`config.mk`:
```
export PLATFORM = sky130hd
export DESIGN_NAME = grouped_echo_distance_average
export DESIGN_NICKNAME = d
export VERILOG_FILES = /design/src/ged_pkg.sv /design/src/ged_accum.sv /design/src/ged_div.sv /design/src/grouped_echo_distance_average.sv
export SDC_FILE = /design/constraint.sdc
export NUM_CORES = 1
export LEC_CHECK = 0
export BUFFER_PORTS_ARGS = -buffer_cell sky130_fd_sc_hd__clkbuf_2
export CORE_UTILIZATION = 36
export CTS_CLUSTER_DIAMETER = 40
export DETAILED_ROUTE_END_ITERATION = 8
export SETUP_SLACK_MARGIN = 0.5
export SYNTH_ARGS = -nofsm -noshare
export SYNTH_HDL_FRONTEND = slang
export SYNTH_SLANG_ARGS = --single-unit
export TNS_END_PERCENT = 20
```
`constraint.sdc`:
```
create_clock -name clk -period 6.6 [get_ports clk]
set_clock_uncertainty 0.05 [all_clocks]
set_input_delay 0 -clock clk [delete_from_list [all_inputs] [get_ports clk]]
set_output_delay 0 -clock clk [all_outputs]
set_load 0.05 [all_outputs]
```
`src/ged_pkg.sv`:
```
// Shared widths, sentinel codes, result kinds and bar constants for the
// grouped echo distance average. No dependencies.
`default_nettype none

package ged_pkg;

  localparam int DIST_W = 32;
  localparam int IDX_W  = 16;
  localparam int CNT_W  = 8;
  localparam int SUM_W  = 40;
  localparam int KIND_W = 2;
  localparam int BAR_W  = 23;
  localparam int DVSR_W = 9;
  localparam int STEP_W = $clog2(SUM_W);

  localparam logic [DIST_W-1:0] LOW_CODE   = 32'h8000_0000;
  localparam logic [DIST_W-1:0] NOISE_CODE = 32'h7FFF_FFFF;

  localparam logic [DIST_W:0]   BAR_OFFSET = 33'd15000;
  localparam logic [DVSR_W-1:0] BAR_STEP   = 9'd500;

  localparam logic [KIND_W-1:0] KIND_AVG   = 2'd0;
  localparam logic [KIND_W-1:0] KIND_LOW   = 2'd1;
  localparam logic [KIND_W-1:0] KIND_NOISE = 2'd2;

endpackage

`default_nettype wire

```
`src/ged_accum.sv`:
```
// Bit-serial accumulator: adds one sign-extended distance into the 40-bit
// group sum, one bit per cycle through a serial full adder. Uses ged_pkg.
`default_nettype none

module ged_accum import ged_pkg::*; (
  input  wire logic                     clk,
  input  wire logic                     rst_n,
  input  wire logic                     clear,
  input  wire logic                     start,
  input  wire logic signed [DIST_W-1:0] addend,
  output logic                          busy,
  output logic             [SUM_W-1:0]  sum
);

  logic [SUM_W-1:0]  sum_r;
  logic [SUM_W-1:0]  add_r;
  logic              carry_r;
  logic [STEP_W-1:0] cnt_r;
  logic              busy_r;
  logic              sum_bit;
  logic              carry_nxt;

  assign sum_bit   = sum_r[0] ^ add_r[0] ^ carry_r;
  assign carry_nxt = (sum_r[0] & add_r[0]) | (carry_r & (sum_r[0] ^ add_r[0]));

  always_ff @(posedge clk) begin
    if (!rst_n) begin
      sum_r   <= '0;
      carry_r <= 1'b0;
      cnt_r   <= '0;
      busy_r  <= 1'b0;
    end else if (clear) begin
      sum_r <= '0;
    end else if (start) begin
      add_r   <= {{(SUM_W-DIST_W){addend[DIST_W-1]}}, addend};
      carry_r <= 1'b0;
      cnt_r   <= '0;
      busy_r  <= 1'b1;
    end else if (busy_r) begin
      sum_r   <= {sum_bit, sum_r[SUM_W-1:1]};
      add_r   <= {1'b0, add_r[SUM_W-1:1]};
      carry_r <= carry_nxt;
      cnt_r   <= cnt_r + 1'b1;
      if (cnt_r == STEP_W'(SUM_W-1)) begin
        busy_r <= 1'b0;
      end
    end
  end

  assign busy = busy_r;
  assign sum  = sum_r;

endmodule

`default_nettype wire

```
`src/ged_div.sv`:
```
// Bit-serial restoring divider: 40-bit unsigned dividend by a 9-bit divisor,
// one quotient bit per cycle. Shared by the average and bar steps. Uses ged_pkg.
`default_nettype none

module ged_div import ged_pkg::*; (
  input  wire logic              clk,
  input  wire logic              rst_n,
  input  wire logic              start,
  input  wire logic [SUM_W-1:0]  dividend,
  input  wire logic [DVSR_W-1:0] divisor,
  output logic                   busy,
  output logic      [SUM_W-1:0]  quotient
);

  logic [DVSR_W-1:0] rem_r;
  logic [SUM_W-1:0]  quo_r;
  logic [DVSR_W-1:0] dvsr_r;
  logic [STEP_W-1:0] cnt_r;
  logic              busy_r;
  logic [DVSR_W:0]   rem_sh;
  logic [DVSR_W:0]   rem_diff;
  logic              fits;
  logic [DVSR_W-1:0] rem_nxt;

  assign rem_sh   = {rem_r, quo_r[SUM_W-1]};
  assign rem_diff = rem_sh - {1'b0, dvsr_r};
  assign fits     = rem_sh >= {1'b0, dvsr_r};
  assign rem_nxt  = fits ? rem_diff[DVSR_W-1:0] : rem_sh[DVSR_W-1:0];

  always_ff @(posedge clk) begin
    if (!rst_n) begin
      cnt_r  <= '0;
      busy_r <= 1'b0;
    end else if (start) begin
      rem_r  <= '0;
      quo_r  <= dividend;
      dvsr_r <= divisor;
      cnt_r  <= '0;
      busy_r <= 1'b1;
    end else if (busy_r) begin
      rem_r <= rem_nxt;
      quo_r <= {quo_r[SUM_W-2:0], fits};
      cnt_r <= cnt_r + 1'b1;
      if (cnt_r == STEP_W'(SUM_W-1)) begin
        busy_r <= 1'b0;
      end
    end
  end

  assign busy     = busy_r;
  assign quotient = quo_r;

endmodule

`default_nettype wire

```
`src/grouped_echo_distance_average.sv`:
```
// Grouped echo distance average: top level with the group control sequencer.
// Uses ged_pkg, ged_accum and ged_div.
//
// Usage: echoes enter on the in_ channel (valid/ready) with their point index
// and an end-of-scan flag. The cfg_ channel writes group_size; the user must
// write it only while the block is idle, which the block does not enforce. The
// cfg_ channel is always ready. Echoes are grouped by group_size (zero acts as
// one); low-signal and noise codes count as echoes but stay out of the sum. A
// group closes when full or on the end-of-scan echo, and one item leaves on the
// out_ channel with point index, valid count, kind, average, bar length. Timing:
// a sentinel echo that closes no group passes S_ACC straight back to idle; a
// valid echo waits in S_ACC for the bit-serial 40-bit add. A closing echo adds
// up to two passes of the shared serial divider (average, then bar length).
// The output register holds a finished item while the next echo is accepted;
// if the receiver stalls and another item is ready, the block holds it and
// stops accepting until out_ready frees the register.
// Reset: group_size returns to 1, the group is emptied, out_valid drops.
`default_nettype none

module grouped_echo_distance_average import ged_pkg::*; (
  input  wire logic                     clk,
  input  wire logic                     rst_n,
  input  wire logic                     in_valid,
  output logic                          in_ready,
  input  wire logic signed [DIST_W-1:0] in_distance,
  input  wire logic        [IDX_W-1:0]  in_point_index,
  input  wire logic                     in_last_of_scan,
  output logic                          out_valid,
  input  wire logic                     out_ready,
  output logic             [IDX_W-1:0]  out_point_index_out,
  output logic             [CNT_W-1:0]  out_valid_count,
  output logic             [KIND_W-1:0] out_kind,
  output logic signed      [DIST_W-1:0] out_average,
  output logic             [BAR_W-1:0]  out_bar_length,
  input  wire logic                     cfg_valid,
  output logic                          cfg_ready,
  input  wire logic        [CNT_W-1:0]  cfg_group_size
);

  localparam logic [2:0] S_IDLE     = 3'd0;
  localparam logic [2:0] S_ACC      = 3'd1;
  localparam logic [2:0] S_DIV_AVG  = 3'd2;
  localparam logic [2:0] S_BAR_PREP = 3'd3;
  localparam logic [2:0] S_DIV_BAR  = 3'd4;
  localparam logic [2:0] S_EMIT     = 3'd5;

  logic [2:0]               state_r;
  logic [CNT_W-1:0]         group_size_r;
  logic [CNT_W-1:0]         echo_count_r;
  logic [CNT_W-1:0]         valid_total_r;
  logic                     last_low_r;
  logic                     close_r;
  logic [IDX_W-1:0]         pidx_r;
  logic                     neg_r;
  logic signed [DIST_W-1:0] avg_r;
  logic [BAR_W-1:0]         bar_r;

  logic                     out_valid_r;
  logic [IDX_W-1:0]         out_pidx_r;
  logic [CNT_W-1:0]         out_count_r;
  logic [KIND_W-1:0]        out_kind_r;
  logic signed [DIST_W-1:0] out_avg_r;
  logic [BAR_W-1:0]         out_bar_r;

  logic                     in_fire;
  logic                     is_low;
  logic                     is_noise;
  logic                     is_valid;
  logic [CNT_W-1:0]         count_inc;
  logic                     out_free;
  logic                     emit_fire;

  logic                     acc_start;
  logic                     acc_busy;
  logic [SUM_W-1:0]         acc_sum;
  logic [SUM_W-1:0]         sum_mag;

  logic                     div_start;
  logic                     div_busy;
  logic [SUM_W-1:0]         div_dividend;
  logic [DVSR_W-1:0]        div_divisor;
  logic [SUM_W-1:0]         div_quo;
  logic [SUM_W-1:0]         quo_signed;
  logic [DIST_W:0]          bar_diff;
  logic                     bar_pos;
  logic [KIND_W-1:0]        kind_sel;

  assign in_ready  = (state_r == S_IDLE);
  assign in_fire   = in_valid & in_ready;
  assign is_low    = (in_distance == LOW_CODE);
  assign is_noise  = (in_distance == NOISE_CODE);
  assign is_valid  = !is_low && !is_noise;
  assign count_inc = echo_count_r + 1'b1;
  assign out_free  = !out_valid_r || out_ready;
  assign emit_fire = (state_r == S_EMIT) && out_free;
  assign cfg_ready = 1'b1;

  assign sum_mag    = acc_sum[SUM_W-1] ? (~acc_sum + 1'b1) : acc_sum;
  assign quo_signed = neg_r ? (~div_quo + 1'b1) : div_quo;
  assign bar_diff   = {avg_r[DIST_W-1], avg_r} - BAR_OFFSET;
  assign bar_pos    = !bar_diff[DIST_W] && (bar_diff != '0);

  assign acc_start = in_fire && is_valid;
  assign div_start = ((state_r == S_ACC) && !acc_busy && close_r && (valid_total_r != '0))
                  || ((state_r == S_BAR_PREP) && bar_pos);
  assign div_dividend = (state_r == S_ACC) ? sum_mag
                                           : {{(SUM_W-DIST_W-1){1'b0}}, bar_diff};
  assign div_divisor  = (state_r == S_ACC) ? {1'b0, valid_total_r} : BAR_STEP;

  assign kind_sel = (valid_total_r != '0) ? KIND_AVG : (last_low_r ? KIND_LOW : KIND_NOISE);

  ged_accum u_accum (
    .clk    (clk),
    .rst_n  (rst_n),
    .clear  (emit_fire),
    .start  (acc_start),
    .addend (in_distance),
    .busy   (acc_busy),
    .sum    (acc_sum)
  );

  ged_div u_div (
    .clk      (clk),
    .rst_n    (rst_n),
    .start    (div_start),
    .dividend (div_dividend),
    .divisor  (div_divisor),
    .busy     (div_busy),
    .quotient (div_quo)
  );

  always_ff @(posedge clk) begin
    if (!rst_n) begin
      group_size_r <= CNT_W'(1);
    end else if (cfg_valid && cfg_ready) begin
      group_size_r <= cfg_group_size;
    end
  end

  always_ff @(posedge clk) begin
    if (!rst_n) begin
      state_r       <= S_IDLE;
      echo_count_r  <= '0;
      valid_total_r <= '0;
      last_low_r    <= 1'b0;
      close_r       <= 1'b0;
    end else begin
      case (state_r)
        S_IDLE: begin
          if (in_fire) begin
            echo_count_r <= count_inc;
            pidx_r       <= in_point_index;
            close_r      <= (count_inc >= group_size_r) || in_last_of_scan;
            if (is_valid) begin
              valid_total_r <= valid_total_r + 1'b1;
            end else if (valid_total_r == '0) begin
              last_low_r <= is_low;
            end
            state_r <= S_ACC;
          end
        end
        S_ACC: begin
          if (!acc_busy) begin
            neg_r <= acc_sum[SUM_W-1];
            if (!close_r) begin
              state_r <= S_IDLE;
            end else if (valid_total_r == '0) begin
              avg_r   <= '0;
              bar_r   <= '0;
              state_r <= S_EMIT;
            end else begin
              state_r <= S_DIV_AVG;
            end
          end
        end
        S_DIV_AVG: begin
          if (!div_busy) begin
            avg_r   <= quo_signed[DIST_W-1:0];
            state_r <= S_BAR_PREP;
          end
        end
        S_BAR_PREP: begin
          if (bar_pos) begin
            state_r <= S_DIV_BAR;
          end else begin
            bar_r   <= '0;
            state_r <= S_EMIT;
          end
        end
        S_DIV_BAR: begin
          if (!div_busy) begin
            bar_r   <= div_quo[BAR_W-1:0];
            state_r <= S_EMIT;
          end
        end
        S_EMIT: begin
          if (out_free) begin
            echo_count_r  <= '0;
            valid_total_r <= '0;
            last_low_r    <= 1'b0;
            close_r       <= 1'b0;
            state_r       <= S_IDLE;
          end
        end
        default: begin
          state_r <= S_IDLE;
        end
      endcase
    end
  end

  always_ff @(posedge clk) begin
    if (!rst_n) begin
      out_valid_r <= 1'b0;
    end else if (emit_fire) begin
      out_valid_r <= 1'b1;
      out_pidx_r  <= pidx_r;
      out_count_r <= valid_total_r;
      out_kind_r  <= kind_sel;
      out_avg_r   <= avg_r;
      out_bar_r   <= bar_r;
    end else if (out_ready) begin
      out_valid_r <= 1'b0;
    end
  end

  assign out_valid           = out_valid_r;
  assign out_point_index_out = out_pidx_r;
  assign out_valid_count     = out_count_r;
  assign out_kind            = out_kind_r;
  assign out_average         = out_avg_r;
  assign out_bar_length      = out_bar_r;

endmodule

`default_nettype wire
```
==> results.tsv, run 1 <==
metric	value	unit
status	finished, final reports clean	
max_slew_margin	23.9	%
htree_levels	2	
rsz0062_at_grt	false	
worst_pin_slew	1.14	ns
power_switching	0.00141	W
syn_area	15700	sq um
via_per_inst	5.05	
worstSetupPathType	reg2reg	
nFillCells	3958	
cp.arrival	5.00	ns
synth.distinct_cells	67	
min-delay-start	in_point_index[15]	
power_frac_clock	47.3	%
cp-startpoint	avg_r[3]	
cts_resized	0	
clkLatencyLatePin	0.58	ns
ir_drop	0.223	mV
cts_root_buffer	clkbuf_16	
leakage	7.46	nW
finalWirelength	36200	um
ys_seq_area_share	58.7	%
numCtsBuffers	51	
start_kind	flop	
min_period	4.73	ns
place_inst	2008	
power.density	287	nW/um^2
grt_pass1_wl	58100	um
worstPathCellList	ha_1 -> nor4_1 -> nor2_1 -> a2111oi_0 -> xor2_1 -> or4_1 -> or4_4 -> a21boi_4 -> buf_4 -> mux2_2	
cts_tree	done	
setup_viol	0	
cts.path.max_buffers	3	
final_util	45.1	%
fin_setup_tns	0	ns
wl_per_cell	16.7	um
synth_edf_count	251	
p_int	0.00416	W
fmax	211	MHz
ant_nets	0	
synth_nets	1416	
hold_viol_final	0	
grt_overflow	0	
syn_to_final_growth	23.6	%
fin_crit_sh	71.7	%
path_buf_inv	1	
cpPeakStageDelay	0.59	ns
cp_max_fo	32	
grt_pass1_vias	10800	
grt_max_degree	82	
drtPass1Iterations	7	
place.gp.congestion	0.887	
synth.largest_area_cell	edfxtp_1	
crit_slowest_cell	a21boi_4	
pwr-share-comb	9.4	%
drv_slew	0	
critical_path_required	6.86	ns
die-area	44500	sq um
postCtsSetupRepairBufs	0	
cts_hold_buf	70	
fin_ws	1.87	ns
drcViolationCount	0	
antenna_found_initial	0	
dpl_worst_slack	1.89	ns
num_rows	76	
num_vias	11000	
ys_warn_count	0	
swShare	25.2	%
maxCapViolations	0	
fp.dieW	211	um
dp_hpwl	23900	um
diodes	0	
io_buffers	144	
clk_pin_slew_worst_paths	0.06	ns
drt_iter0_drc	770	
power_frac_seq	43.3	%
synth-main-ff-cell	edfxtp_1	
clkSinkCount	336	
synth-async-reset-ratio	0	%
ys_top_cells_by_area	edfxtp_1 48%, dfxtp_1 11%, xor2_1 4.5%	
critPathCaptureType	flop	
die_y	211	um
crit_family	simple AND/OR/NAND/NOR gates	
final_cells	2171	
syn_avg_cell_area	11.9	sq um
grt_usage	16.6	%
nets	1635	
synth_top_area_share	47.9	%
ioPinCount	146	
drive_above_1_share	21.0	%
syn_inst	1327	
reg2reg_from	avg_r[3]	
core	43100	sq um
ys_seq_elements	336	
initial_core_util	36.5	%
hold_class	in2reg	
-- cell usage in the layout, fill, tap and decap left out, drive strengths merged, types with 58 or more instances in the layout --
cell	count
edfxtp	251
clkbuf	200
nor2	155
dfxtp	85
xor2	81
nand2	78
dlygate4sd3	70
mux2	63
mux2i	58
-- final timing paths --
| kind | depth (start not counted) | end | slack (ns) |
|---|---|---|---|
| worst max-delay path | 10 | u_div.quotient[25] | 1.87 |
| worst min-delay path | 2 | pidx_r[15] | 0.09 |
| worst max register to register | 10 | u_div.quotient[25] | 1.87 |
| worst min register to register | 0 | out_point_index_out[12] | 0.36 |
-- through the flow --
stage / hold slack [ns] / instance area, sq um / total power (W)
2_1_floorplan: 0.0489 / 15700 / 0.00279
3_3_place_gp: 0.128 / 17100 / 0.00293
3_5_place_dp: 0.129 / 17100 / 0.00294
4_1_cts: 0.0512 / 19400 / 0.00563
5_1_grt: 0.0695 / 19400 / 0.00578
6_report: 0.0922 / 19400 / 0.00557
-- power by group through the flow --
| stage | sequential [W] | clock (W) | combinational (W) |
|---|---|---|---|
| CTS | 0.00241 | 0.00270 | 0.000526 |
| global route | 0.00242 | 0.00278 | 0.000580 |
| global placement | 0.00245 | 0 | 0.000478 |
| detailed placement | 0.00245 | 0 | 0.000488 |
| finish | 0.00241 | 0.00264 | 0.000524 |
| floorplan | 0.00244 | 0 | 0.000348 |
-- sequential cells by signal, summed over array words and instances, names as in the netlist, 9 cells and up --
register / count
u_accum.add_r: 40
out_point_index_out: 16
out_average: 32
u_div.quotient: 40
u_div.dvsr_r: 9
u_accum.sum: 40
bar_r: 23
out_bar_length: 23
u_div.rem_r: 9
pidx_r: 16
avg_r: 32
-- area by class of cell --
cell class              instances  area [sq um]  area share [%]
clock inverters                37           367            1.89
repair buffers                229          1530            7.89
multi-input cells             894          6130            31.5
flip-flops and latches        336          9240            47.5
clock buffers                  56          1320            6.76
inverters                      34           128           0.656
well taps                     585           732            3.77
-- logic make-up after synthesis --
group           Yosys count  synth area share, %
compound gates          182                 7.33
xor+xnor                119                 6.63
fa+ha+maj                27                 2.24
buf+inv                  97                 2.71
flops                   336                 58.7
mux                     121                 8.27
other cells               1               0.0238
simple gates            444                 14.0
-- per-layer routing --
| layer | share of wire, % | GRT usage, % |
|---|---|---|
| met5 | 0 | 0 |
| met1 | 46 | 22.5 |
| met2 | 46 | 26.1 |
| met4 | 2.3 | 5.65 |
| met3 | 5.5 | 3.58 |
-- cell usage after synthesis (3+ instances only) --
master	n
xor2_1	81
buf_2	5
mux2i_1	58
a31oi_1	3
nand4_1	21
or4_1	12
xnor2_1	38
o41ai_1	9
a21oi_1	54
nand4b_1	4
mux2_4	3
buf_4	5
a22oi_1	3
nor4_1	21
inv_1	34
nand2_1	78
or2_2	5
nand3_1	23
dfxtp_1	85
ha_1	25
nand3b_1	3
a21o_1	7
nor2_1	155
o21ai_0	51
o31ai_1	23
nand2b_1	15
a211oi_1	3
o2bb2ai_1	6
and2_1	7
edfxtp_1	251
and3_1	39
nor2b_1	17
clkbuf_1	47
or3_1	15
nor3_1	19
mux2_2	59
(Power assumes the default switching activity.)
==> inputs of run 2 (changes only) <==
Clock period 6.6 ns to 4.1 ns, I/O delays scaled along.
==> results.tsv, run 2 (synthesized netlist as in run 1, its figures left out) <==
metric	value	unit	change
maxCapViolations	0		unchanged
dp_hpwl	24300	um	+1.4%
mostFrequentLayoutCells	251 x edfxtp_1, 154 x nor2_1, 144 x clkbuf_2, 85 x dfxtp_1, 81 x xor2_1		
cpPeakStageDelay	0.56	ns	-0.03 ns
status	finished, final reports clean		
drv_slew	0		unchanged
nFillCells	3897		-1.5%
setup_viol	0		unchanged
regArea	9240	sq um	unchanged
finalInstanceArea	19800	sq um	+1.7%
clk_pin_slew_worst_paths	0.05	ns	about the same
r2r_slack	0.39	ns	-1.47 ns
fin_total_pwr	0.00888	W	+59%
worstHoldPathCells	2		unchanged
drive_above_1_share	22.5	%	+1.5 points
wl_per_cell	16.9	um	+1.4%
layout_commonest_cell	edfxtp_1		
drt_iter0_drc	661		-14%
worstPathCellList	nor4_4 -> buf_4 -> nand4_1 -> a21oi_2 -> xor2_1 -> or4_1 -> or4_4 -> a21boi_4 -> buf_12 -> mux2_2		
reg2reg_from	avg_r[16]		
clkSinkCount	336		unchanged
ioPinCount	146		unchanged
cp_max_fo	27		-16%
timing.rr.end	u_div.quotient[3]		
hold_class	in2reg		
numCtsBuffers	47		-7.8%
antenna_found_initial	0		unchanged
nets	1659		+1.5%
core	43100	sq um	unchanged
via_per_inst	5.03		-0.36%
diodes	0		unchanged
clkLatencyLatePin	0.56	ns	-0.02 ns
cp.arrival	3.96	ns	-1.04 ns
worst_pin_slew	1.07	ns	-0.0742 ns
power.density	449	nW/um^2	+57%
multi_input_area	6210	sq um	+1.4%
htree_levels	2		unchanged
min-delay-start	in_point_index[7]		
cts_tree	done		
grt_max_degree	50		-39%
placed_cell_area	17200	sq um	+0.93%
ir_drop	0.339	mV	+52%
die_y	211	um	unchanged
place.gp.congestion	0.839		-5.5%
critPathCaptureType	flop		
num_vias	11000		+0.65%
finalWirelength	37100	um	+2.5%
cts.path.max_buffers	3		unchanged
syn_to_final_growth	25.7	%	
final_cells	2193		+1.0%
num_rows	76		unchanged
rsz0062_at_grt	true		
fin_crit_sh	90.4	%	+19 points
crit_slowest_cell	or4_4		
max_slew_margin	28.8	%	+4.9 points
place_inst	2018		+0.50%
start_kind	flop		
rr_worst_depth	10		unchanged
worst_hold_slack	0.109	ns	+0.0165 ns
drcViolationCount	0		unchanged
cp-startpoint	avg_r[16]		
io_buffers	144		unchanged
min_to	pidx_r[7]		
leakage	7.65	nW	+2.6%
min_period	3.71	ns	-1.03 ns
fp.dieW	211	um	unchanged
initial_core_util	36.5	%	unchanged
die-area	44500	sq um	unchanged
fmax	270	MHz	+28%
cts_root_buffer	clkbuf_16		
final_util	45.9	%	+0.77 points
grt_usage	16.8	%	+0.22 points
worstSetupPathType	reg2reg		
ant_nets	0		unchanged
grt_pass1_vias	10800		-0.49%
critical_path_required	4.35	ns	-2.51 ns
hold_viol_final	0		unchanged
grt_overflow	0		unchanged
drtPass1Iterations	5		-2
grt_pass1_wl	58700	um	+0.94%
run 2: cell count changes in the layout (fill, tap and decap cells not counted), sizes merged:
cell	change
bufinv	+1
clkbuf	+5
clkinvlp	-7
clkinv	+5
buf	+27
inv	-10
bufbuf	+1
run 2: worst max path at each step:
stage | end | slack (ns) | cells past startpoint
after global routing | u_div.quotient[31] | 0.25 | 11
after global placement | u_div.quotient[24] | 0.45 | 9
after floorplan | u_accum.add_r[0] | -0.17 | 7
after CTS | u_div.quotient[4] | 0.42 | 10
after detailed placement | u_div.quotient[11] | 0.33 | 10
final | u_div.quotient[3] | 0.39 | 10
run 2: where the power goes:
group | leakage [nW] | switching [W] | internal, W
sequential | 3.02 | 0.0000784 | 0.00381
combinational | 3.83 | 0.000515 | 0.000355
clock | 0.797 | 0.00154 | 0.00258
total | 7.65 | 0.00214 | 0.00675
run 2: what timing repair did:
action,CTS,global route
cloned,2,0
endpoints found under the setup margin,111,125
pin swaps,5,3
hold buffers,70,0
resized for setup,6,3
endpoints found under the hold margin,78,0
buffers inserted,10,6
run 2: final cells by class:
cell class	instances	share of cell area, %
Tap cell	585	3.70
Clock buffer	61	6.79
Sequential cell	336	46.7
Inverter	34	0.646
Clock inverter	26	1.41
Multi-Input combinational cell	894	31.4
Timing Repair Buffer	257	9.30
run 2: worst max-delay path: cells and delay by family, from the launching register on:
| kind | cells | cell delay [ns] |
|---|---|---|
| DFF | 1 | 0.44 |
| buffers and inverters | 2 | 0.42 |
| and+or+nand+nor | 4 | 1.64 |
| AOI/OAI and AO/OA | 2 | 0.44 |
| xor gates and xnor gates | 1 | 0.10 |
| muxes | 1 | 0.36 |
run 2: per-stage QoR:
step	setup TNS [ns]	setup slack, ns
after floorplan	-6.84	-0.171
after global placement	0	0.450
after detailed placement	0	0.326
after CTS	0	0.422
after global routing	0	0.251
final	0	0.392
run 2: metal layers:
| layer | vias up | track usage, % | share of wire, % |
|---|---|---|---|
| met5 | - | 0 | 0 |
| met4 | 0 | 5.72 | 2.1 |
| met3 | 55 | 3.02 | 4.9 |
| met2 | 280 | 27.8 | 47 |
| met1 | 5348 | 22.1 | 45 |
| li1 | 5355 | - | - |
==> inputs of run 3 (changes only) <==
Settings changed: CTS_BUF_LIST from default to sky130_fd_sc_hd__clkbuf_8 sky130_fd_sc_hd__clkbuf_16, SETUP_SLACK_MARGIN 0.5 to default.
==> results.tsv, run 3 (synthesized netlist as in run 1, its figures left out) <==
metric	value	unit	change
finalWirelength	36100	um	-2.9%
grt_overflow	0		unchanged
htree_levels	2		unchanged
grt_max_degree	73		+46%
path_buf_inv	1		-1
clkSinkCount	336		unchanged
min_period	3.91	ns	+0.205 ns
mostFrequentLayoutCells	251 x edfxtp_1, 154 x nor2_1, 144 x clkbuf_2, 85 x dfxtp_1, 81 x xor2_1		
hold_viol_final	0		unchanged
worstSetupPathType	reg2reg		
rsz0062_at_grt	false		
hold_class	in2reg		
syn_to_final_growth	24.8	%	
critical_path_required	4.38	ns	+0.03 ns
layout_commonest_cell	edfxtp_1		
leakage	7.56	nW	-1.2%
use_met2	26.2	%	-1.6 points
io_buffers	144		unchanged
reg2reg_from	avg_r[4]		
nets	1646		-0.78%
cp_max_fo	24		-11%
grt_pass1_vias	10800		+0.30%
rr_worst_depth	10		unchanged
cts.path.max_buffers	3		unchanged
cpPeakStageDelay	0.49	ns	-0.07 ns
worst_pin_slew	1.02	ns	-0.0477 ns
multi_input_area	6140	sq um	-1.1%
die-area	44500	sq um	unchanged
drt_iter0_drc	610		-7.7%
critPathCaptureType	flop		
crit_end	u_div.quotient[39]		
cts_tree	done		
numCtsBuffers	51		+8.5%
fmax	256	MHz	-5.2%
gr-max-usage-layer	met2		
grt_usage	16.4	%	-0.37 points
cp.arrival	4.19	ns	+0.23 ns
fp.dieW	211	um	unchanged
ioPinCount	146		unchanged
use_met3	3.61	%	+0.59 points
clk_pin_slew_worst_paths	0.06	ns	about the same
place.gp.congestion	0.886		+5.6%
num_vias	10900		-1.6%
grt_pass1_wl	57500	um	-2.0%
ir_drop	0.468	mV	+38%
path_depth	10		unchanged
via_per_inst	4.97		-1.3%
cp-startpoint	avg_r[4]		
min-delay-start	in_point_index[2]		
dp_hpwl	24300	um	+0.24%
maxCapViolations	0		unchanged
fin_setup_tns	0	ns	unchanged
drv_slew	0		unchanged
ant_nets	0		unchanged
cts_root_buffer	clkbuf_16		
antenna_found_initial	1		+1
worstHoldPathCells	2		unchanged
met1_usage	21.7	%	-0.48 points
setup_viol	0		unchanged
num_rows	76		unchanged
regArea	9240	sq um	unchanged
wl_per_cell	16.5	um	-2.5%
r2r_slack	0.19	ns	-0.21 ns
power.density	460	nW/um^2	+2.4%
crit_family	simple AND/OR/NAND/NOR gates		
drtPass1Iterations	5		unchanged
clkLatencyLatePin	0.60	ns	+0.04 ns
core	43100	sq um	unchanged
drive_above_1_share	21.6	%	-0.87 points
fin_crit_sh	95.5	%	+5.0 points
die_y	211	um	unchanged
nFillCells	3939		+1.1%
timing.rr.end	u_div.quotient[39]		
drcViolationCount	0		unchanged
final_util	45.6	%	-0.33 points
status	finished, final reports clean		
crit_slowest_cell	or4_4		
worstPathCellList	ha_1 -> nor4_2 -> nor2_1 -> a2111oi_1 -> xor2_1 -> or4_1 -> or4_4 -> a21boi_4 -> buf_4 -> mux2_2		
start_kind	flop		
initial_core_util	36.5	%	unchanged
max_slew_margin	32.1	%	+3.3 points
[run 3: changes by cell type in the layout (fill, tap and decap cells not counted), moves of 2 or more]
cell and change:
and2_1 +2, inv_1 +2, buf_4 -15, clkinv_1 +2, clkinvlp_4 +6, a2111oi_1 +2, clkbuf_1 -6, clkinv_4 -2
clkinv_8 +2, clkbuf_16 +2, clkbuf_8 -3, inv_8 +3, inv_6 +4
[run 3: cell type report]
| class | instances | area share, % |
|---|---|---|
| timing repair buffer | 240 | 8.49 |
| tap | 585 | 3.73 |
| sequential | 336 | 47.1 |
| inverter | 34 | 0.650 |
| antenna | 1 | 0.0127 |
| clock inverter | 41 | 1.98 |
| clock buffer | 54 | 6.77 |
| multi-input combinational | 894 | 31.3 |
[run 3: what timing repair did]
item,4_1_cts,5_1_grt
buffers inserted,0,0
hold buffers,70,0
gates resized for setup,0,4
setup endpoints to repair,0,96
endpoints found under the hold margin,84,0
[run 3: through the flow]
| step | area [sq um] | power [W] | setup WS, ns | instances | hold slack, ns |
|---|---|---|---|---|---|
| floorplan | 15800 | 0.00449 | -0.171 | 1327 | 0.0489 |
| global placement | 17200 | 0.00474 | 0.0330 | 2019 | 0.126 |
| detailed placement | 17200 | 0.00475 | 0.00368 | 2019 | 0.129 |
| CTS | 19600 | 0.00913 | 0.00358 | 2184 | 0.0427 |
| global route | 19600 | 0.00938 | 0.0109 | 2185 | 0.0655 |
| finish | 19600 | 0.00903 | 0.186 | 2185 | 0.0792 |
[run 3: how the worst min path moves through the flow]
stage                 end  slack, ns
3_5_place_dp   pidx_r[11]       0.13
3_3_place_gp    pidx_r[1]       0.13
4_1_cts         pidx_r[2]       0.04
5_1_grt         pidx_r[2]       0.07
2_1_floorplan   pidx_r[0]       0.05
6_report        pidx_r[2]       0.08
[run 3: layer usage]
| metal | vias to the layer above | part of all wire (%) | wire length [um] |
|---|---|---|---|
| met1 | 5158 | 45 | 16400 |
| met3 | 83 | 5.2 | 1880 |
| li1 | 5318 | - | - |
| met2 | 297 | 46 | 16600 |
| met4 | 0 | 3.2 | 1160 |
| met5 | - | 0 | 0 |
[run 3: report_power, final]
group	switching, W	internal [W]
sequential	0.0000758	0.00381
combinational	0.000505	0.000348
clock	0.00170	0.00259
total	0.00228	0.00675
